`config.mk`:
```
export PLATFORM = sky130hd
export DESIGN_NAME = gwf_ctrl
export DESIGN_NICKNAME = d
export VERILOG_FILES = /design/src/sv/gwf_pkg.sv /design/src/sv/gwf_ctrl.sv
export SDC_FILE = /design/constraint.sdc
export NUM_CORES = 1
export LEC_CHECK = 0
export ABC_AREA = 1
export ABC_CLOCK_PERIOD_IN_PS = 3900
export BUFFER_PORTS_ARGS = -buffer_cell sky130_fd_sc_hd__buf_2
export CELL_PAD_IN_SITES_DETAIL_PLACEMENT = 1
export CELL_PAD_IN_SITES_GLOBAL_PLACEMENT = 1
export CORE_UTILIZATION = 37
export DETAILED_ROUTE_END_ITERATION = 8
export PLACE_DENSITY_LB_ADDON = 0.08
export REMOVE_ABC_BUFFERS = 1
export SYNTH_ARGS = -nofsm -noshare
export SYNTH_HDL_FRONTEND = slang
export SYNTH_SLANG_ARGS = --single-unit
```
`constraint.sdc`:
```
create_clock -name aclk -period 3.9 [get_ports aclk]
set_clock_uncertainty 0.2 [all_clocks]
set_input_delay 0 -clock aclk [delete_from_list [all_inputs] [get_ports aclk]]
set_output_delay 0 -clock aclk [all_outputs]
set_load 0.05 [all_outputs]
```
`src/sv/gwf_pkg.sv`:
```
// Shared types and constants for the groundwater flux stencil.
// Used by the controller, the datapath and the serial multiply/divide unit.
package gwf_pkg;

    // serial arithmetic unit sizes
    localparam int A_W       = 97;   // multiplicand / dividend magnitude
    localparam int B_W       = 50;   // multiplier / divisor magnitude
    localparam int P_W       = 128;  // product register
    localparam int CNT_W     = 7;
    localparam int MUL_STEPS = B_W;
    localparam int DIV_STEPS = A_W;

    // stencil roles
    localparam logic [2:0] ROLE_CENTRE = 3'd0;
    localparam logic [2:0] ROLE_RIGHT  = 3'd2;
    localparam logic [2:0] ROLE_TOP    = 3'd4;

    typedef enum logic {
        UOP_MUL,
        UOP_DIV
    } uop_t;

    typedef enum logic [2:0] {
        CFG_DX = 3'd0,
        CFG_DY = 3'd1,
        CFG_DZ = 3'd2,
        CFG_DT = 3'd3,
        CFG_SY = 3'd4,
        CFG_AD = 3'd5
    } cfg_idx_t;

    // program of the top-item evaluation, one unit operation per step
    typedef enum logic [4:0] {
        STEP_TXM, STEP_TYM,
        STEP_TL, STEP_ML, STEP_DL,
        STEP_TR, STEP_MR, STEP_DR,
        STEP_TD, STEP_MD, STEP_DD,
        STEP_TT, STEP_MT, STEP_DT,
        STEP_XR, STEP_XL, STEP_YT, STEP_YD,
        STEP_CXM, STEP_CXD, STEP_CYM, STEP_CYD,
        STEP_CSM, STEP_CSY,
        STEP_ST, STEP_DX, STEP_DY
    } step_t;

    typedef struct packed {
        logic  latch;
        logic  prep;
        logic  store;
        logic  start;
        logic  commit;
        logic  load_out;
        step_t step;
    } cmd_t;

    typedef struct packed {
        logic item_ok;
        logic item_top;
        logic unit_done;
        logic out_free;
    } sts_t;

endpackage

```
`src/sv/gwf_ctrl.sv`:
```
// Controller: item intake and the step sequence of the top-item evaluation.
// Depends on gwf_pkg; drives the datapath through gwf_pkg::cmd_t.
module gwf_ctrl (
    input  logic           aclk,
    input  logic           aresetn,
    input  logic           s_tvalid,
    output logic           s_tready,
    input  gwf_pkg::sts_t  sts,
    output gwf_pkg::cmd_t  cmd
);

    typedef enum logic [5:0] {
        ST_IDLE   = 6'b000001,
        ST_PREP   = 6'b000010,
        ST_STORE  = 6'b000100,
        ST_ISSUE  = 6'b001000,
        ST_WAIT   = 6'b010000,
        ST_FINISH = 6'b100000
    } state_t;

    state_t         state_reg, state_next;
    gwf_pkg::step_t step_reg, step_next;

    always_comb begin
        state_next = state_reg;
        step_next  = step_reg;
        cmd        = '0;
        cmd.step   = step_reg;
        s_tready   = (state_reg == ST_IDLE);
        unique case (state_reg)
            ST_IDLE: begin
                if (s_tvalid) begin
                    cmd.latch  = 1'b1;
                    state_next = ST_PREP;
                end
            end
            ST_PREP: begin
                cmd.prep   = 1'b1;
                state_next = ST_STORE;
            end
            ST_STORE: begin
                cmd.store = 1'b1;
                if (sts.item_ok && sts.item_top) begin
                    step_next  = gwf_pkg::STEP_TXM;
                    state_next = ST_ISSUE;
                end else begin
                    state_next = ST_IDLE;
                end
            end
            ST_ISSUE: begin
                cmd.start  = 1'b1;
                state_next = ST_WAIT;
            end
            ST_WAIT: begin
                if (sts.unit_done) begin
                    cmd.commit = 1'b1;
                    if (step_reg == gwf_pkg::STEP_DY) begin
                        state_next = ST_FINISH;
                    end else begin
                        step_next  = gwf_pkg::step_t'(5'(step_reg) + 5'd1);
                        state_next = ST_ISSUE;
                    end
                end
            end
            ST_FINISH: begin
                // hold until the output register can take the result
                if (sts.out_free) begin
                    cmd.load_out = 1'b1;
                    state_next   = ST_IDLE;
                end
            end
            default: state_next = ST_IDLE;
        endcase
    end

    always_ff @(posedge aclk) begin
        if (!aresetn) begin
            state_reg <= ST_IDLE;
            step_reg  <= gwf_pkg::STEP_TXM;
        end else begin
            state_reg <= state_next;
            step_reg  <= step_next;
        end
    end

endmodule

```
== Yosys cells after proc, flatten, opt, wreduce, memory -nomap -nowiden ==
Cells that the tools add are included.

* Register bits: 11
* Input bits: 7

* Equal/unequal tests: 12
* Add/subtract/negate cells: 1
* Reduce and logical (&&, ||, !) cells: 4
* Mux-type cells: 19

{| class="wikitable"
|+ Operator list
! cell !! number
|-
| case mux 6 bit (6 select lines) || 1
|-
| 2-to-1 mux 6 bit || 4
|-
| 2-to-1 mux 5 bit || 3
|-
| != test 2 bit (second input constant) || 5
|-
| case mux 5 bit (2 select lines) || 1
|-
| 2-to-1 mux 1 bit || 9
|-
| == test 6 x 1 -> 1 bit (second input constant) || 1
|-
| == test 6 x 2 -> 1 bit (second input constant) || 1
|-
| == test 6 x 3 -> 1 bit (second input constant) || 1
|-
| == test 6 x 4 -> 1 bit (second input constant) || 1
|-
| == test 6 x 5 -> 1 bit (second input constant) || 1
|-
| == test 6 bit (second input constant) || 1
|-
| adder 5 x 1 -> 5 bit (second input constant) || 1
|-
| == test 5 bit (second input constant) || 1
|-
| 2-to-1 mux 4 bit || 1
|-
| AND reduction 4 bit || 1
|-
| AND reduction 3 bit || 1
|-
| nonzero test 2 bit || 1
|-
| logical AND 1 bit || 1
|}

== Depth between registers and ports, before layout ==
* Depth after elaboration: 4
* Depth in mapped cells: 10
* Depth with buffers taken out: 10

== Worst setup path after synthesis ==
No wires, ideal clock.

* Path kind: register to register
* From: register step_reg[0]
* To: register step_reg[3]
* Stages on the path, launching flop included: 9
* Arrival: 1.471 ns
* Clock period less this slack: 1.789 ns
* Setup time: 0.118 ns
* Setup slack: 2.111 ns
* Required time: 3.582 ns
* Path through: dfxtp_1 -> inv_1 -> ha_1 -> nand3_1 -> nand2_1 -> nand2_4 -> nand2_4 -> nand2_1 -> a21oi_2

* Longest elaborated chain between the ends: 4
* Elaborated cells between the ends (all ways): 7

{| class="wikitable"
|+ RTL lines
! element !! line !! RTL
|-
| from (decl) || gwf_ctrl.sv:22 || <nowiki>gwf_pkg::step_t step_reg, step_next;</nowiki>
|-
| from (signal assigned) || gwf_ctrl.sv:79 || <nowiki>step_reg <= gwf_pkg::STEP_TXM;</nowiki>
|-
| from (signal assigned) || gwf_ctrl.sv:82 || <nowiki>step_reg <= step_next;</nowiki>
|-
| adder 5 x 1 -> 5 bit || gwf_ctrl.sv:60 || <nowiki>step_next = gwf_pkg::step_t'(5'(step_reg) + 5'd1);</nowiki>
|-
| 2-to-1 mux 5 bit || gwf_ctrl.sv:57 || <nowiki>if (step_reg == gwf_pkg::STEP_DY) begin</nowiki>
|-
| 2-to-1 mux 5 bit || gwf_ctrl.sv:55 || <nowiki>if (sts.unit_done) begin</nowiki>
|-
| case mux 5 bit (2 select lines) || gwf_ctrl.sv:30 || <nowiki>unique case (state_reg)</nowiki>
|}

Several ways; a longest one is shown, not always the timed one. The select of a mux whose other input is x is not followed.
A chain may end at the register's enable or synchronous reset.

== Final worst setup path ==
* From: register state_reg[5]
* To: register step_reg[0]

* Longest elaborated chain between the ends: 3
* Elaborated cells between the ends (all ways): 8

{| class="wikitable"
|+ RTL lines
! element !! line !! RTL
|-
| from (decl) || gwf_ctrl.sv:21 || <nowiki>state_t state_reg, state_next;</nowiki>
|-
| from (signal assigned) || gwf_ctrl.sv:81 || <nowiki>state_reg <= state_next;</nowiki>
|-
| == test 6 x 5 -> 1 bit / == test 6 x 3 -> 1 bit (equally long branches) || gwf_ctrl.sv:30 ||
|-
| != test 2 bit (no source line) / nonzero test 2 bit (equally long branches) || -- ||
|-
| AND reduction 4 bit (no source line) || -- ||
|}

Several ways; a longest one is shown, not always the timed one.

==> results.toml <==
[worst_setup_path]
critPathSlowestCell = "dlygate4sd3_1"
crit_arrival_ns = 1.89
crit_path_start_kind = "register"
ff2ff_path_depth = 7
cp_num_buf_inv = 2
cpLargestDelayFamily = "buffers and inverters"
path_depth = 7
critPathRequiredTime_ns = 3.86
worstSetupEndpointType = "register"
path_class = "register to register"
max_stage_delay_ns = 0.58
crit_path_cell_trace = "nor2_2 -> nand2_1 -> inv_2 -> nand2_2 -> o21ai_0 -> dlygate4sd3_1 -> a21oi_1"
worstPathMaxFanout = 4

[layout]
finalNetCount = 145
drive_gt1_frac = 0.267
final_common_cell = "nand2_1"
num_antenna_cells = 0
layout_common_cells = "nand2_1, nor2_1, buf_2"
nFillCells = 261
largest_reg_flops = 6
areaGrowthSynthToFinish_pct = 28.5

[die]
initial_core_util = 0.403
die_x_microns = 45.8
die_h_microns = 45.8
core_area_sq_um = 1760
num_io_pins = 19
row_count = 15
die-area_sq_um = 2100

[yosys]
yosysUniqueCellTypes = 22
postSynthCellCount = 108
synth_top_area_frac = 0.310
mappedNetlistArea_sq_um = 711
yosys_register_bits = 11
yosysWarnings = 0
avgSynthCellArea_sq_um = 6.58
ys_seq_area_frac = 0.310
synth_top_area_cell = "dfxtp_1"
synthTopCellsByArea = "dfxtp_1, nand2_1, nor2_1, nand3_1, inv_1"

[routing]
drc_errors = 0
dr.first_iter.drc_count = 9
wl_met2_microns = 867
antenna_left = 0
totalWireLength_mm = 1.80
post_drt_via_cell_ratio = 4.81
via_count = 770
highest_layer = "met3"
drt-pass1-iter-count = 4
wl_met3_microns = 69
routedWlPerCell_microns = 11.3
drt-met1-wl_microns = 866

[clock_network]
clock_sinks = 11
cts_setup_buffers = 0
root_buffer = "clkbuf_4"
clk_latency_ns = 0.27
numCtsBuffers = 3
path_clk_slew_ns = 0.08
htreeDepth = 1
ctsLongestPathBuffers = 2
cts_tree = "built"

[global_route]
antenna_found_initial = 0
grt_overflow = 0
grt_first_pass_wirelength_mm = 3.04
gr-usage-all-layers = 0.200
grt_pass1_vias = 728
grt_max_degree = 10

[flow_run]
cap_violations = 0

[sta]
setup_tns_ns = 0
slew_headroom = 0.801
fin_crit_ns = 1.92
setup_viol = 0
hold-worst-slack_ns = 0.00552
rsz0062_at_grt = "false"
fmax_ghz = 0.520
tightest_slew_ns = 0.297
slew_viol_final = 0
finalHoldViolCount = 0
min_period_over_period = 0.493

[power]
p_per_area_nw_per_um2 = 275
vdd_ir_drop_max_mv = 0.158
p_total_mw = 0.251
cellLeakagePower_nw = 0.452

[placed_design]
port_buffers = 18
gp_congestion = 0.768
post-dp-hpwl_mm = 1.42

[min_path]
hold_class = "input pin to register"
whs_path_depth = 4

[run_status]
status = "finished, final reports clean"
-- worst min-delay path, delay by kind of cell --
kind                   cells  cell delay [ns]
AOI/OAI and AO/OA          1             0.22
buffers and inverters      1             0.07
and+or+nand+nor            2             0.13
-- logic make-up after synthesis --
logic type                 after synthesis  share of synthesized area
and+or+nand+nor                         64                      0.456
AOI/OAI and AO/OA                       10                     0.0792
DFF                                     11                      0.310
adders and majority gates                2                     0.0352
xor gates and xnor gates                 1                     0.0123
buffers and inverters                   20                      0.107
-- layer usage --
layer,up-vias,global-route usage
met2,20,0.329
met1,355,0.276
li1,395,-
met5,-,0
met3,0,0.0357
met4,0,0.0353
-- area by class of cell --
cell class | count | area (sq um) | area share
inverters | 19 | 71.3 | 0.0781
flip-flops and latches | 11 | 220 | 0.241
clock buffers | 4 | 26.3 | 0.0288
multi-input cells | 77 | 414 | 0.453
repair buffers | 24 | 150 | 0.164
well taps | 25 | 31.3 | 0.0342
-- power breakdown --
part	switching, mW	internal [mW]
clock network	0.0407	0.0395
registers	0.00301	0.115
logic	0.0350	0.0177
total	0.0788	0.172
-- synth_stat cells, drive strengths merged --
master and instances:
dfxtp 11, buf 1, nor2 23, nand2 23, a21oi 5, clkinv 1, nand3 11, ha 2
inv 18, nand4 6, nor3 1, o21ai 4, o21bai 1, xnor2 1
-- what timing repair did --
item	CTS	global route
endpoints found under the hold margin	11	0
resized for setup	0	0
hold buffers	6	0
-- worst paths after layout --
path | endpoint | start | slack (ns)
setup / recovery | step_reg[0]$_SDFFE_PN0P_ | state_reg[5]$_SDFFE_PN0P_ | 1.98
hold reg to reg | step_reg[4]$_SDFFE_PN0P_ | step_reg[4]$_SDFFE_PN0P_ | 0.33
setup reg to reg | step_reg[0]$_SDFFE_PN0P_ | state_reg[5]$_SDFFE_PN0P_ | 1.98
hold / removal | step_reg[1]$_SDFFE_PN0P_ | sts[2] | 0.006
-- stage by stage --
| stage | cells | util | instance area, sq um | worst slack, ns |
|---|---|---|---|---|
| 4_1_cts | 160 | 0.518 | 913 | 1.95 |
| 5_1_grt | 160 | 0.518 | 913 | 1.86 |
| 2_1_floorplan | 107 | - | 706 | 2.11 |
| 3_3_place_gp | 150 | 0.469 | 827 | 2.36 |
| 6_report | 160 | 0.518 | 913 | 1.98 |
| 3_5_place_dp | 150 | 0.469 | 827 | 2.29 |
Power figures use the tool's default switching activity.
